$ cat src/rtl/core/lis_pkg.sv
`timescale 1ns / 1ps
// Shared types and constants of the Laplacian sharpen/smooth filter.
// No dependencies; every other file of the block but lis_ram imports this package.
package lis_pkg;

	localparam int unsigned PIX_W      = 8;
	localparam int unsigned LEN_W      = 11;
	localparam int unsigned CNT_W      = 16;
	localparam int unsigned ROW_W      = CNT_W + 1;
	localparam int unsigned TOT_W      = LEN_W + CNT_W;
	localparam int unsigned CFG_IDX_W  = 2;
	localparam int unsigned CFG_DATA_W = 16;
	localparam int unsigned OQ_DEPTH   = 3;
	localparam int unsigned OQ_OCC_W   = 2;
	localparam int unsigned OQ_PTR_W   = 2;

	// Line length after reset.
	localparam logic [LEN_W-1:0] LEN_RESET = LEN_W'(1024);

	// Configuration register indexes.
	localparam logic [CFG_IDX_W-1:0] REG_FILTER_MODE = 2'd0;
	localparam logic [CFG_IDX_W-1:0] REG_LINE_LENGTH = 2'd1;
	localparam logic [CFG_IDX_W-1:0] REG_LINE_COUNT  = 2'd2;

	// Filter mode values.
	localparam logic MODE_LOWPASS  = 1'b0;
	localparam logic MODE_HIGHPASS = 1'b1;

	// Control word passed from the input stage to the datapath stage.
	typedef struct packed {
		logic             valid;    // an item occupies the stage
		logic             emit;     // the item produces a result
		logic             last;     // that result closes the image
		logic             border;   // the result pixel passes through unchanged
		logic             restart;  // clear the window after this item
		logic             fwd;      // line store read overlapped the previous write
		logic             win_clr;  // geometry write: clear the window
		logic [PIX_W-1:0] x;        // incoming pixel (zero for flush)
	} ctl_t;

	typedef struct packed {
		logic [PIX_W-1:0] pixel_out;
		logic             last_pixel;
	} res_t;

endpackage

$ cat src/rtl/core/lis_outq.sv
`timescale 1ns / 1ps
// Small result queue between the datapath and the output channel.
// Depends on lis_pkg for the result type and the queue depth.
module lis_outq (
	input  logic                         clk,
	input  logic                         arst_n,
	input  logic                         push,
	input  lis_pkg::res_t                push_data,
	input  logic                         out_ready,
	output logic                         out_valid,
	output lis_pkg::res_t                out_data,
	output logic [lis_pkg::OQ_OCC_W-1:0] occ
);
	import lis_pkg::*;

	res_t                mem_q [OQ_DEPTH];
	logic [OQ_PTR_W-1:0] wr_ptr_q;
	logic [OQ_PTR_W-1:0] rd_ptr_q;
	logic [OQ_OCC_W-1:0] occ_q;
	logic                pop;

	function automatic logic [OQ_PTR_W-1:0] ptr_next(input logic [OQ_PTR_W-1:0] p);
		ptr_next = (p == OQ_PTR_W'(OQ_DEPTH - 1)) ? '0 : p + OQ_PTR_W'(1);
	endfunction

	assign out_valid = occ_q != '0;
	assign out_data  = mem_q[rd_ptr_q];
	assign pop       = out_valid && out_ready;
	assign occ       = occ_q;

	always_ff @(posedge clk or negedge arst_n) begin
		if (!arst_n) begin
			wr_ptr_q <= '0;
			rd_ptr_q <= '0;
			occ_q    <= '0;
		end else begin
			if (push) begin
				wr_ptr_q <= ptr_next(wr_ptr_q);
			end
			if (pop) begin
				rd_ptr_q <= ptr_next(rd_ptr_q);
			end
			occ_q <= occ_q + OQ_OCC_W'(push) - OQ_OCC_W'(pop);
		end
	end

	always_ff @(posedge clk) begin
		if (push) begin
			mem_q[wr_ptr_q] <= push_data;
		end
	end
endmodule

$ cat config.mk
export PLATFORM = sky130hd
export DESIGN_NAME = lis_outq
export DESIGN_NICKNAME = d
export VERILOG_FILES = /design/src/rtl/core/lis_pkg.sv /design/src/rtl/core/lis_outq.sv
export SDC_FILE = /design/constraint.sdc
export NUM_CORES = 1
export LEC_CHECK = 0
export ABC_AREA = 1
export BUFFER_PORTS_ARGS = -buffer_cell sky130_fd_sc_hd__buf_2
export CAP_MARGIN = 0
export CORE_MARGIN = 8
export CORE_UTILIZATION = 40
export DETAILED_ROUTE_END_ITERATION = 12
export HOLD_SLACK_MARGIN = 0.03
export PLACE_DENSITY = 0.63
export SYNTH_ARGS = -nofsm -noshare
export SYNTH_HDL_FRONTEND = slang
export SYNTH_SLANG_ARGS = --single-unit
$ cat constraint.sdc
create_clock -name clk -period 1.8 [get_ports clk]
set_clock_uncertainty 0.1 [all_clocks]
set_input_delay 0.09 -clock clk [delete_from_list [all_inputs] [get_ports clk]]
set_output_delay 0.09 -clock clk [all_outputs]
set_load 0.01 [all_outputs]
Word-level counts from Yosys, hierarchy flattened
Memories as Yosys holds them, arrays and structs flattened.
Index checks and enable logic that the tools add are counted.
{ "totals": {"ramBits": 27, "out_inout_bits": 12, "regBits": 6, "mem_count": 1, "inputBits": 13} }
{ "mem_list": {"columns": ["name", "depth", "word_bits", "read_ports", "rd_clocked_by_memory_dff", "write_ports", "line", "source"], "rows": [
  ["mem_q", 3, 9, 1, 0, 1, "lis_outq.sv:16", "res_t mem_q [OQ_DEPTH];"]
]} }
{ "classes": {"addsub": 4, "mux": 4, "n_reduce_logical": 2, "eq_ne": 2} }
{ "ops": {"columns": ["op", "n"], "rows": [
  ["$add 2x1->2 const B", 2],
  ["$eq 2x2->1 const B", 2],
  ["$mux 2", 2],
  ["$add 2x1->2", 1],
  ["$mux 1", 2],
  ["$reduce_bool 2->1", 1],
  ["$sub 2x1->2", 1],
  ["$logic_and 1x1->1", 1]
]} }

Longest topological paths before layout
Gate-level depths: netlist of the first run.
{ "depth": {"depth_word": 3, "mapped_depth": 10, "mapped_depth_nobuf": 10} }

Worst setup path after synthesis of the first run
Ideal clock, no wire load.
{ "synth_timing": {"path_type": "flip-flop to flip-flop", "start": "register occ_q[1], in the netlist occ[1]", "end": "register occ_q[1], in the netlist occ[1]", "required_time_ps": 1584, "setup_ps": 116, "arrival_time_ps": 1357, "path_buffers": 0, "path_slack_ps": 227, "path_stages_with_launch": 10, "path_cell_list": "dfrtp_1 -> inv_1 -> nand2_1 -> nand2_1 -> inv_1 -> ha_1 -> inv_1 -> ha_1 -> nand3_1 -> nand2_1"} }
{ "synth_via": {"elab_chain_len": 3} }
{ "synth_lines": {"columns": ["element", "line", "source"], "rows": [
  ["from (decl)", "lis_outq.sv:19", "logic [OQ_OCC_W-1:0] occ_q;"],
  ["from (signal assigned)", "lis_outq.sv:43", "occ_q <= occ_q + OQ_OCC_W'(push) - OQ_OCC_W'(pop);"],
  ["$reduce_bool 2->1", "lis_outq.sv:26", "assign out_valid = occ_q != '0;"],
  ["named net out_valid", "lis_outq.sv:10", "output logic out_valid,"],
  ["$logic_and 1x1->1", "lis_outq.sv:28", "assign pop = out_valid && out_ready;"],
  ["named net pop", "lis_outq.sv:20", "logic pop;"],
  ["$sub 2x1->2", "lis_outq.sv:43", null]
]} }
The timed path passes the listed nets, and every way through them passes these cells.
A chain may end at the register's enable or synchronous reset.

==> results of run 1 <==
## final cells by class
class | count | area, um^2
clock buffers | 6 | 41.3
clock inverters | 2 | 33.8
fillers | 309 | 1550
inverters | 12 | 45.0
multi-input cells | 61 | 298
flip-flops and latches | 33 | 962
well taps | 46 | 57.6
repair buffers | 40 | 273
## kinds of logic after synthesis
| kind of cell | count (synthesis) | share of synthesized area |
|---|---|---|
| fa+ha+maj | 2 | 0.0190 |
| simple gates | 56 | 0.191 |
| buf+inv | 14 | 0.0514 |
| compound gates | 2 | 0.00761 |
| flops | 33 | 0.731 |
## registers in the layout (all words and copies together) (netlist names)
name / flops
wr_ptr_q: 2
rd_ptr_q: 2
mem_q: 27
occ: 2
## repair_timing
item / CTS / global route
setup endpoints to repair: 0 / 8
setup buffers: 0 / 1
resized for setup: 0 / 2
hold endpoints to repair: 38 / 0
hold buffers: 13 / 0
## stage by stage
stage	hold WS (ps)	util
floorplan	-306	-
global placement	-182	0.456
detailed placement	-178	0.456
CTS	397	0.519
global route	409	0.525
finish	415	0.525
## routing by layer
layer / up-vias / wire length (um) / GRT usage
met3: 4 / 186 / 0.0382
met4: 0 / 27 / 0.0576
li1: 460 / - / -
met2: 28 / 1550 / 0.205
met5: - / 0 / 0
met1: 461 / 1100 / 0.124
## final timing paths
kind	start	to	slack (ps)	cells past startpoint
max in group asynchronous	arst_n	rd_ptr_q[0]	750	3
max reg2reg	occ[1]	occ[1]	220	9
max	rd_ptr_q[1]	out_data[8]	140	4
min in group asynchronous	arst_n	rd_ptr_q[1]	610	3
min reg2reg	occ[1]	occ[1]	480	3
min	push_data[2]	mem_q[1][2]	420	2
## power groups by stage
stage                     logic, mW  registers (mW)  clock network, mW
after floorplan               0.600            1.10                  0
after global placement        0.884            1.13                  0
after detailed placement      0.913            1.14                  0
after CTS                     0.936            1.12              0.533
after global routing           1.08            1.16              0.556
final                         0.954            1.14              0.524
## critical path, delay by kind of cell (launching register included)
kind | cells | cell delay, ps
buffers and inverters | 2 | 330
DFF | 1 | 610
and+or+nand+nor | 2 | 210
## cells in the final DEF, fill, tap and decap left out, drive strengths merged
master / instances
clkbuf: 6
edfxtp: 27
clkinv: 1
dlygate4sd3: 13
ha: 2
buf: 27
o21ai: 2
dfrtp: 6
bufinv: 1
nand3: 23
inv: 12
nand2: 30
nor2: 4
==> insert_results.sql, run 1 <==
INSERT INTO impl_metrics (metric_group, metric, value, unit) VALUES
('power_and_ir_drop', 'leakagePower', '0.738', 'nW'),
('place', 'placedCellCount', '177', ''),
('timing', 'final-hold-violation-count', '0', ''),
('synth', 'gate_count_of_the_mapped_netlist', '107', ''),
('routing', 'drt.antenna.violating_nets', '0', ''),
('flow_run', 'max-cap-violations', '0', ''),
('synth', 'ys.warnings.count', '0', ''),
('synth', 'synth_ff_type', 'edfxtp_1', ''),
('clocking', 'cts.htree.levels', '2', ''),
('finish', 'areaGrowthSynthToFinish', '30.1', '%'),
('power_and_ir_drop', 'power_switching_share', '0.365', ''),
('routing', 'drt_first_pass_iters', '4', ''),
('place', 'routabilityCongestion', '0.715', ''),
('worst_setup_path', 'max_stage_delay', '610', 'ps'),
('power_and_ir_drop', 'switching_component_of_the_power', '957', 'uW'),
('finish', 'final_net_count', '168', ''),
('clocking', 'clock_tree.buffer_depth', '2', ''),
('grt', 'first_global_vias', '983', ''),
('worst_setup_path', 'worst-endpoint-required', '1610', 'ps'),
('power_and_ir_drop', 'report.power.total', '2.62', 'mW'),
('timing', 'finalSetupViolations', '0', ''),
('synth', 'netlist_top_cells_count', '30 x nand2_1, 27 x edfxtp_1, 22 x nand3_1', ''),
('synth', 'postSynthNetCount', '122', ''),
('clocking', 'insertion_delay', '320', 'ps'),
('floorplan', 'floorplan.die_area', '5380', 'um^2'),
('place', 'postPlaceCellArea', '1490', 'um^2'),
('synth', 'yosys-top-cells-area', 'edfxtp_1 62%, dfrtp_1 11%, nand2_1 8.6%', ''),
('floorplan', 'rows', '21', ''),
('synth', 'post-synth-top-count-cell', 'nand2_1', ''),
('finish', 'share_of_post_route_cells_with_drive_strength_above_1', '0.247', ''),
('timing', 'max_clock_freq', '604', 'MHz'),
('timing', 'timing.max_slew.rel_slack', '0.722', ''),
('grt', 'antenna_found_initial', '0', ''),
('clocking', 'cts.sink_count', '33', ''),
('worst_setup_path', 'endpoint_kind', 'output port', ''),
('worst_setup_path', 'crit_slowest_cell', 'dfrtp_1', ''),
('floorplan', 'initial_core_util', '0.404', ''),
('synth', 'ys_seq_elements', '33', ''),
('power_and_ir_drop', 'power_density', '1530', 'nW/um^2'),
('finish', 'final-instance-count-excl-fill', '200', ''),
('place', 'worst_slack_at_placement', '231', 'ps'),
('synth', 'proportion_of_register_bits_with_asynchronous_set_or_reset_after_synthesis', '0.182', ''),
('status', 'run_status', 'completed', ''),
('routing', 'routed_wirelength', '2.87', 'mm'),
('floorplan', 'chipHeight', '73.3', 'um'),
('clocking', 'clk_pin_slew_worst_paths', '100', 'ps'),
('power_and_ir_drop', 'seq_power_share', '0.436', ''),
('timing', 'slew_violations', '0', ''),
('worst_setup_path', 'cp_common_cell', 'nand3_1', ''),
('worst_setup_path', 'cp.arrival', '1470', 'ps'),
('timing', 'grt_setup_unrepaired', 'false', ''),
('power_and_ir_drop', 'power.share.combinational', '0.364', ''),
('clocking', 'clock_root_cell', 'clkbuf_4', ''),
('floorplan', 'die_w', '73.3', 'um'),
('timing', 'period_share', '0.920', ''),
('grt', 'grt_first_pass_wirelength', '4.66', 'mm'),
('power_and_ir_drop', 'max-vdd-ir-drop', '0.725', 'mV'),
('floorplan', 'floorplan.io_pins', '25', ''),
('worst_setup_path', 'critical_path_class', 'register to output port', ''),
('finish', 'fin_area', '1710', 'um^2'),
('synth', 'number_of_enable_flip_flop_cells_after_synthesis', '27', ''),
('synth', 'netlist-cell-type-count', '12', ''),
('timing', 'setup_total_negative_slack', '0', 'ps'),
('synth', 'syn-cell-area', '1320', 'um^2'),
('grt', 'globalRouteTotalUtil', '0.117', ''),
('place', 'detailedPlacementHpwl', '1.89', 'mm'),
('routing', 'drcViolationCount', '0', ''),
('worst_setup_path', 'critPathLaunchType', 'register', ''),
('power_and_ir_drop', 'p_clk_frac', '0.200', ''),
('finish', 'insertedDiodeCount', '0', ''),
('routing', 'routed_wire_length_per_instance', '14.4', 'um');
Note: power is estimated with default switching activity, not from simulation.
==> run 2: changes to the inputs <==
- CORE_UTILIZATION: 40 -> 53
- CTS_CLUSTER_SIZE: unset -> 16
- PLACE_DENSITY: 0.63 -> 0.79
- REMOVE_ABC_BUFFERS: unset -> 1
==> run 2 against run 1 <==
Against the previous run:
- register-to-register slack hardly changed
- utilization is 16 points higher
- non-clock buffer count stayed put
- via count is 2.7% lower
- largest cell class unchanged
- clock power is 32% lower
- count of clock-buffer cells in the layout stayed put
- flip-flop and latch count stayed put
- highest routed layer unchanged
- combinational power is 2% lower
- sequential power hardly changed
- maximum frequency is 2.9% lower
- largest power group unchanged
- global-route usage is 0.79 points higher
==> insert_results.sql, run 2 (synthesized netlist as in run 1, its figures left out) <==
INSERT INTO impl_metrics (metric_group, metric, value, unit) VALUES
('finish', 'final_net_count', '168', ''),
('worst_setup_path', 'endpoint_kind', 'output port', ''),
('timing', 'max_clock_freq', '586', 'MHz'),
('floorplan', 'chipHeight', '65.8', 'um'),
('floorplan', 'placeableCoreArea', '2410', 'um^2'),
('place', 'detailedPlacementHpwl', '1.75', 'mm'),
('worst_setup_path', 'path_max_fanout', '13', ''),
('timing', 'slew_violations', '0', ''),
('clocking', 'cts.sink_count', '33', ''),
('place', 'routabilityCongestion', '0.727', ''),
('finish', 'multi_input_comb_area', '293', 'um^2'),
('power_and_ir_drop', 'internal-power', '1.51', 'mW'),
('power_and_ir_drop', 'report.power.total', '2.43', 'mW'),
('power_and_ir_drop', 'switching_component_of_the_power', '921', 'uW'),
('grt', 'grt_first_pass_wirelength', '4.14', 'mm'),
('finish', 'insertedDiodeCount', '0', ''),
('power_and_ir_drop', 'seq_power_share', '0.467', ''),
('routing', 'detailroute.via_count', '927', ''),
('timing', 'worst_slew_pin_slew', '538', 'ps'),
('floorplan', 'die_w', '65.8', 'um'),
('finish', 'ff_latch_area', '961', 'um^2'),
('timing', 'setup_total_negative_slack', '0', 'ps'),
('grt', 'global_route.usage.met2', '0.224', ''),
('routing', 'drcViolationCount', '0', ''),
('power_and_ir_drop', 'power_density', '1470', 'nW/um^2'),
('routing', 'routed_wirelength', '2.54', 'mm'),
('worst_setup_path', 'worst-endpoint-required', '1610', 'ps'),
('finish', 'largest_register', 'mem_q', ''),
('grt', 'overflow', '0', ''),
('place', 'numPortBuffers', '24', ''),
('finish', 'share_of_post_route_cells_with_drive_strength_above_1', '0.235', ''),
('grt', 'first_global_vias', '944', ''),
('grt', 'global_route.peak_usage_layer', 'met2', ''),
('finish', 'areaGrowthSynthToFinish', '25.8', '%'),
('grt', 'grt_util_met3', '0.0508', ''),
('grt', 'gr-usage-met1', '0.130', ''),
('clocking', 'insertion_delay', '310', 'ps'),
('timing', 'finalSetupViolations', '0', ''),
('power_and_ir_drop', 'leakagePower', '0.723', 'nW'),
('timing', 'period_share', '0.948', ''),
('power_and_ir_drop', 'p_clk_frac', '0.146', ''),
('clocking', 'clock_tree.buffer_depth', '2', ''),
('finish', 'largest_register_ffs', '27', ''),
('timing', 'final-hold-violation-count', '0', ''),
('worst_hold_path', 'hold_class', 'input pin to register', ''),
('grt', 'globalRouteTotalUtil', '0.125', ''),
('timing', 'timing.max_slew.rel_slack', '0.642', ''),
('grt', 'antenna_found_initial', '0', ''),
('clocking', 'cts-buffers-inserted', '5', ''),
('clocking', 'tritoncts', 'built', ''),
('clocking', 'cts.htree.levels', '2', ''),
('floorplan', 'floorplan.io_pins', '25', ''),
('routing', 'routed_wire_length_per_instance', '13.9', 'um'),
('finish', 'layout.cells.most_common', 'nand2_1', ''),
('routing', 'drt_first_pass_iters', '4', ''),
('floorplan', 'floorplan.die_area', '4330', 'um^2'),
('status', 'run_status', 'completed', ''),
('finish', 'num-fill-cells', '173', ''),
('power_and_ir_drop', 'power.share.combinational', '0.387', ''),
('floorplan', 'rows', '18', ''),
('timing', 'fin_hold_ws', '404', 'ps'),
('clocking', 'clock_root_cell', 'clkbuf_4', ''),
('routing', 'drt.antenna.violating_nets', '0', ''),
('worst_setup_path', 'critPathLaunchType', 'register', ''),
('finish', 'leading_cell_types_in_the_layout_fill_and_taps_excluded', '30 x nand2_1, 27 x edfxtp_1, 24 x buf_2', ''),
('routing', 'detail_route.iter0.violations', '42', ''),
('floorplan', 'initial_core_util', '0.546', ''),
('power_and_ir_drop', 'power_switching_share', '0.379', ''),
('power_and_ir_drop', 'max-vdd-ir-drop', '0.930', 'mV'),
('routing', 'drt-vias-per-instance', '5.07', ''),
('worst_setup_path', 'critical_path_class', 'register to output port', ''),
('timing', 'final.min_clock_period', '1710', 'ps'),
('worst_setup_path', 'cp.arrival', '1520', 'ps'),
('grt', 'grt_max_degree', '13', ''),
('timing', 'grt_setup_unrepaired', 'false', ''),
('clocking', 'clk_pin_slew_worst_paths', '90', 'ps'),
('flow_run', 'max-cap-violations', '0', '');
-- run 2: changes by cell type in the layout (fill, tap and decap cells not counted) --
| cell | before | now |
|---|---|---|
| dfrtp_2 | 1 | 0 |
| nor2_2 | 0 | 1 |
| dfrtp_1 | 5 | 6 |
| nor2_4 | 2 | 1 |
| bufinv_16 | 1 | 0 |
-- run 2: critical path: stages, from the launching register on --
cell and delay, ps:
dfrtp_1 580, nor2_2 340, nand2_1 80, nand3_1 70, buf_2 130
-- run 2: final timing paths --
path	startpoint	endpoint	slack (ps)	cells past startpoint
hold / removal	push_data[5]	mem_q[0][5]	400	2
max in group asynchronous	arst_n	rd_ptr_q[1]	760	3
hold reg to reg	wr_ptr_q[0]	wr_ptr_q[1]	470	2
setup reg to reg	occ[1]	occ[1]	210	9
min in group asynchronous	arst_n	occ[0]	600	3
setup / recovery	rd_ptr_q[0]	out_data[0]	90	4
-- run 2: stage by stage --
step	util	setup WS (ps)	cells	area, um^2
final	0.686	92.9	183	1650
after global routing	0.686	20.7	183	1650
after CTS	0.681	66.7	181	1640
after detailed placement	0.608	211	161	1470
after global placement	0.608	322	161	1470
after floorplan	-	227	105	1290
-- run 2: layout make-up --
type | instances | share of cell area
flip-flops and latches | 33 | 0.581
multi-input cells | 61 | 0.177
repair buffers | 40 | 0.165
inverters | 12 | 0.0272
clock buffers | 6 | 0.0250
well taps | 30 | 0.0227
clock inverters | 1 | 0.00227
-- run 2: repair_timing --
item,in CTS,in global routing
hold endpoints to repair,38,0
setup buffers,0,1
setup endpoints to repair,0,4
hold buffers,13,0
gates resized for setup,0,0
-- run 2: layer usage --
layer	up-vias	part of all wire
li1	457	-
met1	447	0.39
met2	21	0.55
met3	2	0.050
met4	0	0.0043
met5	-	0
-- run 2: power groups by stage --
stage	Combinational [mW]	Sequential, mW	Clock [mW]
2_1_floorplan	0.516	1.13	0
3_5_place_dp	0.895	1.14	0
3_3_place_gp	0.856	1.13	0
5_1_grt	1.06	1.15	0.389
4_1_cts	0.919	1.12	0.357
6_report	0.939	1.13	0.355
