--- config.mk ---
export PLATFORM = sky130hd
export DESIGN_NAME = lis_ctrl
export DESIGN_NICKNAME = d
export VERILOG_FILES = /design/src/rtl/core/lis_pkg.sv /design/src/rtl/core/lis_ctrl.sv
export SDC_FILE = /design/constraint.sdc
export NUM_CORES = 1
export LEC_CHECK = 0
export ABC_CLOCK_PERIOD_IN_PS = 10200
export BUFFER_PORTS_ARGS = -buffer_cell sky130_fd_sc_hd__clkbuf_2
export CAP_MARGIN = 10
export CELL_PAD_IN_SITES_DETAIL_PLACEMENT = 0
export CELL_PAD_IN_SITES_GLOBAL_PLACEMENT = 2
export CORE_ASPECT_RATIO = 0.75
export CORE_UTILIZATION = 43
export DETAILED_ROUTE_END_ITERATION = 7
export PLACE_DENSITY_LB_ADDON = 0.1
export SLEW_MARGIN = 5
export SYNTH_ARGS = -nofsm -noshare
export SYNTH_HDL_FRONTEND = slang
export SYNTH_SLANG_ARGS = --single-unit
--- constraint.sdc ---
create_clock -name clk -period 10.2 [get_ports clk]
set_input_delay 1.02 -clock clk [delete_from_list [all_inputs] [get_ports clk]]
set_output_delay 1.02 -clock clk [all_outputs]
set_load 0.005 [all_outputs]
--- src/rtl/core/lis_pkg.sv ---
`timescale 1ns / 1ps
// Shared types and constants of the Laplacian sharpen/smooth filter.
// No dependencies; every other file of the block but lis_ram imports this package.
package lis_pkg;

	localparam int unsigned PIX_W      = 8;
	localparam int unsigned LEN_W      = 11;
	localparam int unsigned CNT_W      = 16;
	localparam int unsigned ROW_W      = CNT_W + 1;
	localparam int unsigned TOT_W      = LEN_W + CNT_W;
	localparam int unsigned CFG_IDX_W  = 2;
	localparam int unsigned CFG_DATA_W = 16;
	localparam int unsigned OQ_DEPTH   = 3;
	localparam int unsigned OQ_OCC_W   = 2;
	localparam int unsigned OQ_PTR_W   = 2;

	// Line length after reset.
	localparam logic [LEN_W-1:0] LEN_RESET = LEN_W'(1024);

	// Configuration register indexes.
	localparam logic [CFG_IDX_W-1:0] REG_FILTER_MODE = 2'd0;
	localparam logic [CFG_IDX_W-1:0] REG_LINE_LENGTH = 2'd1;
	localparam logic [CFG_IDX_W-1:0] REG_LINE_COUNT  = 2'd2;

	// Filter mode values.
	localparam logic MODE_LOWPASS  = 1'b0;
	localparam logic MODE_HIGHPASS = 1'b1;

	// Control word passed from the input stage to the datapath stage.
	typedef struct packed {
		logic             valid;    // an item occupies the stage
		logic             emit;     // the item produces a result
		logic             last;     // that result closes the image
		logic             border;   // the result pixel passes through unchanged
		logic             restart;  // clear the window after this item
		logic             fwd;      // line store read overlapped the previous write
		logic             win_clr;  // geometry write: clear the window
		logic [PIX_W-1:0] x;        // incoming pixel (zero for flush)
	} ctl_t;

	typedef struct packed {
		logic [PIX_W-1:0] pixel_out;
		logic             last_pixel;
	} res_t;

endpackage

--- src/rtl/core/lis_ctrl.sv ---
`timescale 1ns / 1ps
// Input stage: configuration registers, image position counters, result
// bookkeeping and line store read issue. Depends on lis_pkg.
module lis_ctrl #(
	parameter int unsigned MAX_LINE_LENGTH = 1024,
	localparam int unsigned AW = (MAX_LINE_LENGTH > 1) ? $clog2(MAX_LINE_LENGTH) : 1
) (
	input  logic                           clk,
	input  logic                           arst_n,
	input  logic                           cfg_we,
	input  logic [lis_pkg::CFG_IDX_W-1:0]  cfg_index,
	input  logic [lis_pkg::CFG_DATA_W-1:0] cfg_data,
	input  logic                           in_valid,
	output logic                           in_ready,
	input  logic [lis_pkg::PIX_W-1:0]      pixel_in,
	input  logic                           flush,
	input  logic [lis_pkg::OQ_OCC_W-1:0]   oq_occ,
	output logic                           rd_en,
	output logic [AW-1:0]                  rd_addr,
	output logic [AW-1:0]                  addr_s1,
	output logic                           filter_mode,
	output lis_pkg::ctl_t                  ctl_s1
);
	import lis_pkg::*;

	localparam int unsigned PW      = (AW > LEN_W) ? AW : LEN_W;
	localparam int unsigned CAP     = (MAX_LINE_LENGTH > 2047) ? 2047 : MAX_LINE_LENGTH;
	localparam logic [LEN_W-1:0] LEN_CAP = LEN_W'(CAP);

	logic             mode_q;
	logic [LEN_W-1:0] len_q;
	logic [CNT_W-1:0] cnt_q;
	logic             pend_q;
	logic [TOT_W-1:0] total_q;
	logic [PW-1:0]    pos_q;
	logic [ROW_W-1:0] row_q;
	logic [TOT_W-1:0] emitted_q;

	logic [LEN_W-1:0] eff_len;
	logic [CNT_W-1:0] eff_cnt;
	logic [PW-1:0]    len_p;
	logic [PW-1:0]    c;
	logic [PW:0]      c_inc;
	logic             wrap;
	logic [PW-1:0]    opos;
	logic [ROW_W-1:0] orow;
	logic             emit;
	logic             border;
	logic [TOT_W-1:0] emitted_inc;
	logic             last;
	logic             fire;
	logic             cfg_restart;
	ctl_t             ctl_d;

	assign eff_len = (len_q == '0) ? LEN_W'(1) : ((len_q > LEN_CAP) ? LEN_CAP : len_q);
	assign eff_cnt = (cnt_q == '0) ? CNT_W'(1) : cnt_q;
	assign len_p   = PW'(eff_len);

	assign c     = (pos_q >= len_p) ? '0 : pos_q;
	assign c_inc = {1'b0, c} + (PW+1)'(1);
	assign wrap  = c_inc >= {1'b0, len_p};

	// Result pixel sits one line and one item behind the incoming one.
	assign opos = (c == '0) ? len_p - PW'(1) : c - PW'(1);
	assign orow = (c != '0) ? row_q - ROW_W'(1) : row_q - ROW_W'(2);

	assign emit = ((row_q >= ROW_W'(2)) || ((row_q == ROW_W'(1)) && (c != '0)))
		&& (emitted_q < total_q);
	assign border = (opos == '0) || (opos == len_p - PW'(1)) || (orow == '0)
		|| (orow == ROW_W'(eff_cnt) - ROW_W'(1));
	assign emitted_inc = emitted_q + TOT_W'(1);
	assign last        = emitted_inc == total_q;

	// Hold off while the image size product settles and while the result
	// queue plus the datapath stage could run out of room.
	assign in_ready = !pend_q
		&& (({1'b0, oq_occ} + {{OQ_OCC_W{1'b0}}, ctl_s1.valid}) < (OQ_OCC_W+1)'(OQ_DEPTH));
	assign fire = in_valid && in_ready;

	assign cfg_restart = cfg_we
		&& ((cfg_index == REG_LINE_LENGTH) || (cfg_index == REG_LINE_COUNT));

	assign rd_en       = fire;
	assign rd_addr     = c[AW-1:0];
	assign filter_mode = mode_q;

	always_comb begin
		ctl_d         = '0;
		ctl_d.valid   = fire;
		ctl_d.emit    = emit;
		ctl_d.last    = last;
		ctl_d.border  = border;
		ctl_d.restart = emit && last;
		ctl_d.fwd     = fire && ctl_s1.valid && (c[AW-1:0] == addr_s1);
		ctl_d.win_clr = cfg_restart;
		ctl_d.x       = flush ? '0 : pixel_in;
	end

	always_ff @(posedge clk or negedge arst_n) begin
		if (!arst_n) begin
			mode_q    <= MODE_LOWPASS;
			len_q     <= LEN_RESET;
			cnt_q     <= CNT_W'(1);
			pend_q    <= 1'b1;
			pos_q     <= '0;
			row_q     <= '0;
			emitted_q <= '0;
			ctl_s1    <= '0;
		end else begin
			pend_q <= cfg_we;
			ctl_s1 <= ctl_d;
			if (cfg_we) begin
				case (cfg_index)
					REG_FILTER_MODE: mode_q <= cfg_data[0];
					REG_LINE_LENGTH: len_q  <= cfg_data[LEN_W-1:0];
					REG_LINE_COUNT:  cnt_q  <= cfg_data[CNT_W-1:0];
					default: ;
				endcase
			end
			if (cfg_restart || (fire && emit && last)) begin
				pos_q     <= '0;
				row_q     <= '0;
				emitted_q <= '0;
			end else if (fire) begin
				pos_q <= wrap ? '0 : c_inc[PW-1:0];
				if (wrap) begin
					row_q <= row_q + ROW_W'(1);
				end
				if (emit) begin
					emitted_q <= emitted_inc;
				end
			end
		end
	end

	always_ff @(posedge clk) begin
		total_q <= TOT_W'(eff_len) * TOT_W'(eff_cnt);
		if (fire) begin
			addr_s1 <= c[AW-1:0];
		end
	end
endmodule

# Word level (Yosys, flattened, before mapping)
# Index checks and enable logic that the tools add are counted.
[word_totals]
out_inout_bits = 38
reg_bits = 136
input_bits = 33
[classes]
multipliers = 1
mux = 16
n_reduce_logical = 32
add_sub_neg = 9
n_lt_le_gt_ge = 6
eq_ne = 7
[ops]
columns = ["cell", "n"]
rows = [
  ["2-to-1 mux 27 bit", 3],
  ["2-to-1 mux 11 bit", 7],
  ["2-to-1 mux 17 bit", 4],
  ["logical NOT 11 bit", 3],
  ["adder 27 x 1 -> 27 bit (second input constant)", 1],
  ["equality test 27 bit", 1],
  ["less-than comparator 27 bit", 1],
  ["multiplier 11 x 16 -> 27 bit", 1],
  ["subtractor 11 x 1 -> 11 bit (second input constant)", 2],
  ["adder 17 x 1 -> 17 bit (second input constant)", 1],
  ["equality test 17 x 1 -> 1 bit (second input constant)", 1],
  ["equality test 17 bit", 1],
  [">= comparator 17 x 2 -> 1 bit (second input constant)", 1],
  ["logical NOT 17 bit", 1],
  ["subtractor 16 x 1 -> 17 bit (second input constant)", 1],
  ["subtractor 17 x 1 -> 17 bit (second input constant)", 1],
  ["subtractor 17 x 2 -> 17 bit (second input constant)", 1],
  ["logical NOT 16 bit", 1],
  ["2-to-1 mux 16 bit", 1],
  ["adder 11 x 1 -> 12 bit (second input constant)", 1],
  [">= comparator 12 x 11 -> 1 bit", 1],
  ["equality test 11 bit", 1],
  [">= comparator 11 bit", 1],
  ["greater-than comparator 11 bit (second input constant)", 1],
  ["13 further kinds", 33],
]

# Depth between registers and ports, before layout
# Gate-level depths: netlist of run 1.
[depth]
word_depth = 14
mapped_depth = 28
depth_no_buf = 25

# Worst setup path before layout of run 1
# OpenSTA, ideal clock, no wires.
[synth_timing]
kind = "flip-flop to flip-flop"
start = "register cnt_q[13]"
end = "register total_q[26]"
path_slack_ns = 3.647
setup_ns = 0.072
path_buffers = 2
stages_incl_launch_ff = 24
t_arrival_ns = 6.481
path_cell_list = "dfrtp_1 -> clkbuf_1 -> or4_1 -> or4_1 -> o21bai_1 -> nand2_1 -> fa_1 -> fa_1 -> inv_1 -> fa_1 -> fa_1 -> inv_1 -> fa_1 -> inv_1 -> ha_1 -> clkbuf_1 -> a21o_1 -> a21oi_1 -> a31o_2 -> a31oi_1 -> nor4_1 -> o31ai_1 -> a21oi_1 -> xnor2_1"
[synth_between]
elab_chain_cells = 3
[synth_lines]
columns = ["element", "line", "rtl"]
rows = [
  ["start: declaration", "lis_ctrl.sv:32", "logic [CNT_W-1:0] cnt_q;"],
  ["start signal: assignment", "lis_ctrl.sv:116", "REG_LINE_COUNT: cnt_q <= cfg_data[CNT_W-1:0];"],
  ["logical NOT 16 bit", "lis_ctrl.sv:56", "assign eff_cnt = (cnt_q == '0) ? CNT_W'(1) : cnt_q;"],
  ["2-to-1 mux 16 bit (*)", "lis_ctrl.sv:56", ""],
  ["multiplier 11 x 16 -> 27 bit (*)", "lis_ctrl.sv:137", "total_q <= TOT_W'(eff_len) * TOT_W'(eff_cnt);"],
  ["end signal: assignment", "lis_ctrl.sv:137", ""],
  ["end: declaration", "lis_ctrl.sv:34", "logic [TOT_W-1:0] total_q;"],
]
# Mark *: on every way between the ends. The rest lies on a longest branch, timed or not.
# A chain may end at the register's enable or synchronous reset.

# Final worst setup path of run 1
[layout_timing]
start = "register len_q[5]"
end = "register pos_q[5]"
[layout_between]
elab_chain_cells = 13
[layout_lines]
columns = ["element", "line", "rtl"]
rows = [
  ["start: declaration", "lis_ctrl.sv:31", "logic [LEN_W-1:0] len_q;"],
  ["start signal: assignment", "lis_ctrl.sv:115", "REG_LINE_LENGTH: len_q <= cfg_data[LEN_W-1:0];"],
  ["greater-than comparator 11 bit", "lis_ctrl.sv:55", "assign eff_len = (len_q == '0) ? LEN_W'(1) : ((len_q > LEN_CAP) ? LEN_CAP : len_q);"],
  ["2-to-1 mux 11 bit", "lis_ctrl.sv:55", ""],
  ["2-to-1 mux 11 bit (*)", "lis_ctrl.sv:55", ""],
  ["parallel branches: the longest is 10 deep, another holds adder 11 x 1 -> 12 bit", "n/a", ""],
  ["end signal: assignment", "lis_ctrl.sv:125", "pos_q <= wrap ? '0 : c_inc[PW-1:0];"],
  ["end: declaration", "lis_ctrl.sv:35", "logic [PW-1:0] pos_q;"],
]
# Every way passes the cells marked *. The select of a mux whose other input is x is not followed.

==> results of run 1 <==
report_power, final:
group / total [mW] / internal [mW] / switching, mW
clock: 0.706 / 0.435 / 0.271
sequential: 0.886 / 0.687 / 0.199
combinational: 3.59 / 1.52 / 2.07
total: 5.19 / 2.65 / 2.54
per-layer routing:
layer | vias to the layer above | wire (um) | global-route usage [%]
li1 | 5932 | - | -
met1 | 6266 | 23810 | 42.33
met2 | 365 | 17470 | 34.48
met3 | 26 | 2939 | 4.852
met4 | 0 | 451 | 5.531
met5 | - | 0 | 0
area by class of cell:
| type | count | area (um2) | share of cell area (%) |
|---|---|---|---|
| tap | 457 | 571.8 | 3.460 |
| inverter | 217 | 814.5 | 4.929 |
| timing repair buffer | 94 | 533.0 | 3.225 |
| sequential | 136 | 3322 | 20.10 |
| multi-input combinational | 1292 | 10640 | 64.37 |
| clock inverter | 15 | 221.5 | 1.340 |
| clock buffer | 17 | 425.4 | 2.574 |
state kept, by name, indices dropped and copies added (netlist names), 10 cells and up:
name       flops
pos_q         11
ctl_s1        15
cnt_q         16
len_q         11
emitted_q     27
total_q       27
row_q         17
addr_s1       10
per-stage QoR:
stage	power [mW]	setup slack, ns
2_1_floorplan	3.629	3.647
3_3_place_gp	4.463	2.843
3_5_place_dp	4.471	2.737
4_1_cts	5.221	2.708
5_1_grt	5.779	2.176
6_report	5.186	2.714
synth_stat cells (6+ instances only):
master,instances
o22ai_1,6
nand2_1,176
buf_2,6
clkbuf_1,78
o31a_1,6
or2_2,6
and2_1,84
xnor2_1,86
nand3_1,49
nor4_1,21
and4_1,7
nor2_1,80
nor3_1,31
mux2i_1,15
and3_1,21
inv_1,215
dfrtp_1,96
fa_1,125
edfxtp_1,10
xor2_1,37
o21ai_0,68
o211ai_1,9
nand2b_1,10
o21a_1,16
or4_1,13
mux2_2,30
a22o_1,12
a21oi_1,52
ha_1,131
nand4_1,27
o31ai_1,20
or3_1,15
nor2b_1,23
nand3b_1,6
dfxtp_1,27
a21o_1,22
a31oi_1,11
kinds of logic after synthesis:
| logic type | synth area share (%) |
|---|---|
| AOI/OAI and AO/OA | 12.79 |
| muxes | 3.230 |
| DFF | 21.99 |
| and+or+nand+nor | 19.65 |
| buffers and inverters | 7.652 |
| adders and majority gates | 27.41 |
| xor gates and xnor gates | 7.279 |
worst paths after layout:
| check | start | cells past startpoint | end |
|---|---|---|---|
| min in group asynchronous | arst_n | 1 | row_q[3] |
| worst min register to register | filter_mode | 1 | filter_mode |
| worst max register to register | len_q[5] | 19 | pos_q[5] |
| worst max-delay path | len_q[5] | 19 | pos_q[5] |
| max in group asynchronous | arst_n | 2 | cnt_q[1] |
| worst min-delay path | filter_mode | 1 | filter_mode |
worst reg2reg max path: cells and delay by family (launching register included):
kind                       cells  cell delay (ns)
AOI/OAI and AO/OA              9             3.56
and+or+nand+nor                5             1.63
adders and majority gates      2             0.94
buffers and inverters          3             0.79
DFF                            1             0.44
==> impl_metrics.yaml, run 1 <==
global_route:
  grt_first_pass_wirelength_um: 70970
  grt_pass1_vias: 11990
  grtUsageTotal_pct: 26.06
  grt_start_max_net_pins: 53
  gr-total-overflow: 0
  grt_antenna_before_repair: 0
logic_synthesis:
  synth_top_area_cell: "fa_1"
  synth-seq-area-share_pct: 21.99
  yosys_warnings: 0
  synth_edf_count: 10
  syn_nets: 2021
  synthFlopType: "dfrtp_1"
  synthDistinctLibCells: 79
  synth_top_area_share_pct: 16.56
  async_flop_share_pct: 72.79
  synth_area_leaders: "fa_1 (17%), dfrtp_1 (16%), ha_1 (11%)"
  synth-seq-cells: 136
  syn_avg_cell_area_um2: 8.723
  synth_cells: 1732
  syn_area_mm2: 0.01511
critical_path:
  start_kind: "flop"
  crit_family: "compound AO/OA/AOI/OAI gates"
  critical_path_peak_fanout: 21
  critPathArrivalTime_ns: 7.82
  slowest_stage: "o21a_1"
  path_cells: "or4_1 > nor4_1 > o21a_1 > inv_1 > ha_1 > a21oi_1 > o221ai_1 > o31ai_2 > buf_4 > nand2_1 > ha_1 > o31a_1 > o211ai_1 > nand4_1 > o21a_1 > a21oi_2 > nor3_1 > buf_4 > a22o_1"
  critPathMaxStageDelay_ns: 0.67
  end_kind: "flop"
  regToRegSetupSlack_ns: 2.71
  cp_num_buf_inv: 3
  path_class: "flop to flop"
  required_ns: 10.53
floorplanning:
  start_util_pct: 43.64
  core_mm2: 0.03462
  die_h_um: 164.3
  dieWidth_um: 218.4
  die-area_mm2: 0.03590
  fp-row-count: 59
  ios: 71
routing:
  ant_nets: 0
  drt-initial-drc-count: 966
  drc: 0
  firstDrtPassIters: 5
  viasPerCell: 5.650
  drt-total-wl_um: 44660
  wl_per_cell_um: 20.05
  via_count: 12590
sta:
  tns_ns: 0
  skew_ns: 0.01279
  finalSetupViolCount: 0
  relSlewSlack_pct: 21.96
  rsz0062_at_grt: "no"
  hold-worst-slack_ns: 0.5291
  hold_violations: 0
  post-route-period-util_pct: 73.39
  slew_viol_final: 0
  worstMarginPinSlew_ns: 1.155
  fmax_mhz: 133.6
  fin_crit_ns: 7.486
cells_and_area:
  layout.nets: 2047
  syn2layout_area_growth_pct: 9.383
  drive_gt1_share_pct: 9.994
  layout_commonest_cell: "inv_1"
  diodes: 0
  fill_cells: 3407
  final-instance-count-excl-fill: 2228
  fin_area_mm2: 0.01653
  final_util_pct: 47.73
  most-common-layout-cells: "inv_1 (215), nand2_1 (176), ha_1 (131)"
clock_network:
  clk_pin_slew_ns: 0.07
  cts_max_level: 4
  cts_tree: "yes"
  cts_setup_buffers: 0
  insertion_delay_ns: 0.45
  cts-resized-gates: 0
  numCtsBuffers: 17
  ctsHoldBuffers: 0
  clockBufferDepth: 2
  cts_sinks: 136
  root_buffer: "clkbuf_16"
place:
  placed_cell_area_mm2: 0.01588
  io_buffers: 70
  dp_cells: 2196
  hpwl_um: 35110
  gp_congestion: 0.9038
status:
  run_status: "completed"
power:
  p_leak_nw: 7.819
  power.density_mw_per_mm2: 313.8
  peakVddDrop_uv: 269.8
job:
  cap_violations: 0
hold_path:
  worst_hold_path_type: "flop to flop"
No activity file was read; power rests on OpenSTA's default activity.
==> inputs of run 2 (changes only) <==
ABC_CLOCK_PERIOD_IN_PS = 7600   (was 10200)
CORE_UTILIZATION = 40   (was 43)
clock period = 7.6 ns   (was 10.2 ns; I/O delays follow)
==> impl_metrics.yaml, run 2 (synthesis results as in run 1) <==
status:
  run_status: "completed"
critical_path:
  end_kind: "flop"
  start_kind: "flop"
  reg2reg_depth: 21
  regToRegSetupSlack_ns: 0.51
  r2r-end: "total_q[25]"
  critical_path_peak_fanout: 6
  reg2reg_from: "cnt_q[13]"
  required_ns: 7.97
  path_class: "flop to flop"
  critPathArrivalTime_ns: 7.46
global_route:
  grt_pass1_vias: 12370
  grt_first_pass_wirelength_um: 73730
  grt_start_max_net_pins: 52
  grt_antenna_before_repair: 0
  gr-total-overflow: 0
  grtUsageTotal_pct: 25.24
routing:
  drt-total-wl_um: 46030
  drc: 0
  drt-initial-drc-count: 931
  firstDrtPassIters: 6
  via_count: 12510
  wl_per_cell_um: 19.93
  viasPerCell: 5.417
  ant_nets: 0
clock_network:
  root_buffer: "clkbuf_16"
  numCtsBuffers: 17
  cts-resized-gates: 0
  cts_max_level: 4
  insertion_delay_ns: 0.45
  clockBufferDepth: 2
  cts_setup_buffers: 0
  cts_sinks: 136
  cts_tree: "yes"
  clk_pin_slew_ns: 0.06
  ctsHoldBuffers: 0
sta:
  tns_ns: 0
  worstMarginPinSlew_ns: 0.9141
  setup_slack_ns: 0.5085
  fin_crit_ns: 7.091
  fmax_mhz: 141.0
  rsz0062_at_grt: "no"
  relSlewSlack_pct: 38.50
  hold_violations: 0
  hold-worst-slack_ns: 0.3497
  skew_ns: 0.01129
  finalSetupViolCount: 0
  post-route-period-util_pct: 93.31
  slew_viol_final: 0
place:
  gp_congestion: 0.9139
  dp_cells: 2278
  io_buffers: 70
  dp_worst_setup_slack_ns: 0.5210
  hpwl_um: 36020
cells_and_area:
  top_regs: "emitted_q (27), total_q (27), row_q (17)"
  drive_gt1_share_pct: 11.85
  diodes: 0
  final-instance-count-excl-fill: 2310
  layout.nets: 2082
  layout_commonest_cell: "inv_1"
  most-common-layout-cells: "inv_1 (215), nand2_1 (176), ha_1 (131)"
  syn2layout_area_growth_pct: 11.55
power:
  power.density_mw_per_mm2: 430.8
  p_leak_nw: 8.002
  peakVddDrop_uv: 385.1
  p_total_mw: 7.261
floorplanning:
  fp-row-count: 61
  start_util_pct: 40.65
  ios: 71
  dieWidth_um: 226.4
  core_mm2: 0.03717
  die_h_um: 170.3
  die-area_mm2: 0.03856
hold_path:
  worst_hold_path_type: "input port to asynchronous set/reset pin"
job:
  cap_violations: 0
run 2: cell types whose count changed in the layout (fill, tap and decap cells not counted), sizes merged:
| cell | previous run | this run |
|---|---|---|
| clkbuf | 86 | 88 |
| buf | 25 | 60 |
| bufinv | 5 | 4 |
| clkinvlp | 2 | 1 |
run 2: area by class of cell:
class	instances	area (um2)
tap	504	630.6
multi-input combinational	1292	10640
timing repair buffer	129	795.8
inverter	217	814.5
clock buffer	19	464.2
clock inverter	13	188.9
fill	3718	20320
sequential	136	3322
run 2: worst max-delay path: stages, from the launching register on:
cell	delay [ns]
dfrtp_1	0.37
or4_1	0.56
or4_1	0.56
o21bai_1	0.61
nand2_1	0.18
fa_1	0.53
fa_1	0.54
inv_1	0.05
fa_1	0.50
fa_1	0.54
inv_1	0.05
fa_1	0.53
inv_1	0.04
ha_1	0.35
a21oi_1	0.10
a21oi_1	0.27
a41oi_1	0.18
a21oi_1	0.23
o21ai_0	0.18
o2111a_1	0.29
o21ai_0	0.19
xor2_1	0.16
run 2: layer usage:
metal / wire, um / vias to the layer above / track usage [%]
li1: - / 5991 / -
met1: 24480 / 6180 / 40.45
met2: 17850 / 323 / 33.85
met3: 3332 / 19 / 5.698
met4: 370 / 0 / 4.260
met5: 0 / - / 0
run 2: worst max-delay path by stage:
stage,end,startpoint,slack [ns]
floorplan,total_q[26],cnt_q[13],1.05
global placement,total_q[25],cnt_q[3],0.56
detailed placement,total_q[25],cnt_q[13],0.52
CTS,total_q[25],cnt_q[13],0.49
global route,total_q[24],cnt_q[10],0.04
finish,total_q[25],cnt_q[13],0.51
run 2: where the power goes:
group / switching (mW) / total (mW) / internal [mW]
Combinational: 3.07 / 5.21 / 2.15
Clock: 0.365 / 0.947 / 0.582
Sequential: 0.177 / 1.10 / 0.924
run 2: through the flow:
stage / instance area, um2 / util, %
2_1_floorplan: 15110 / -
4_1_cts: 16850 / 45.34
6_report: 16850 / 45.34
5_1_grt: 16850 / 45.34
3_5_place_dp: 16200 / 43.59
3_3_place_gp: 16200 / 43.59
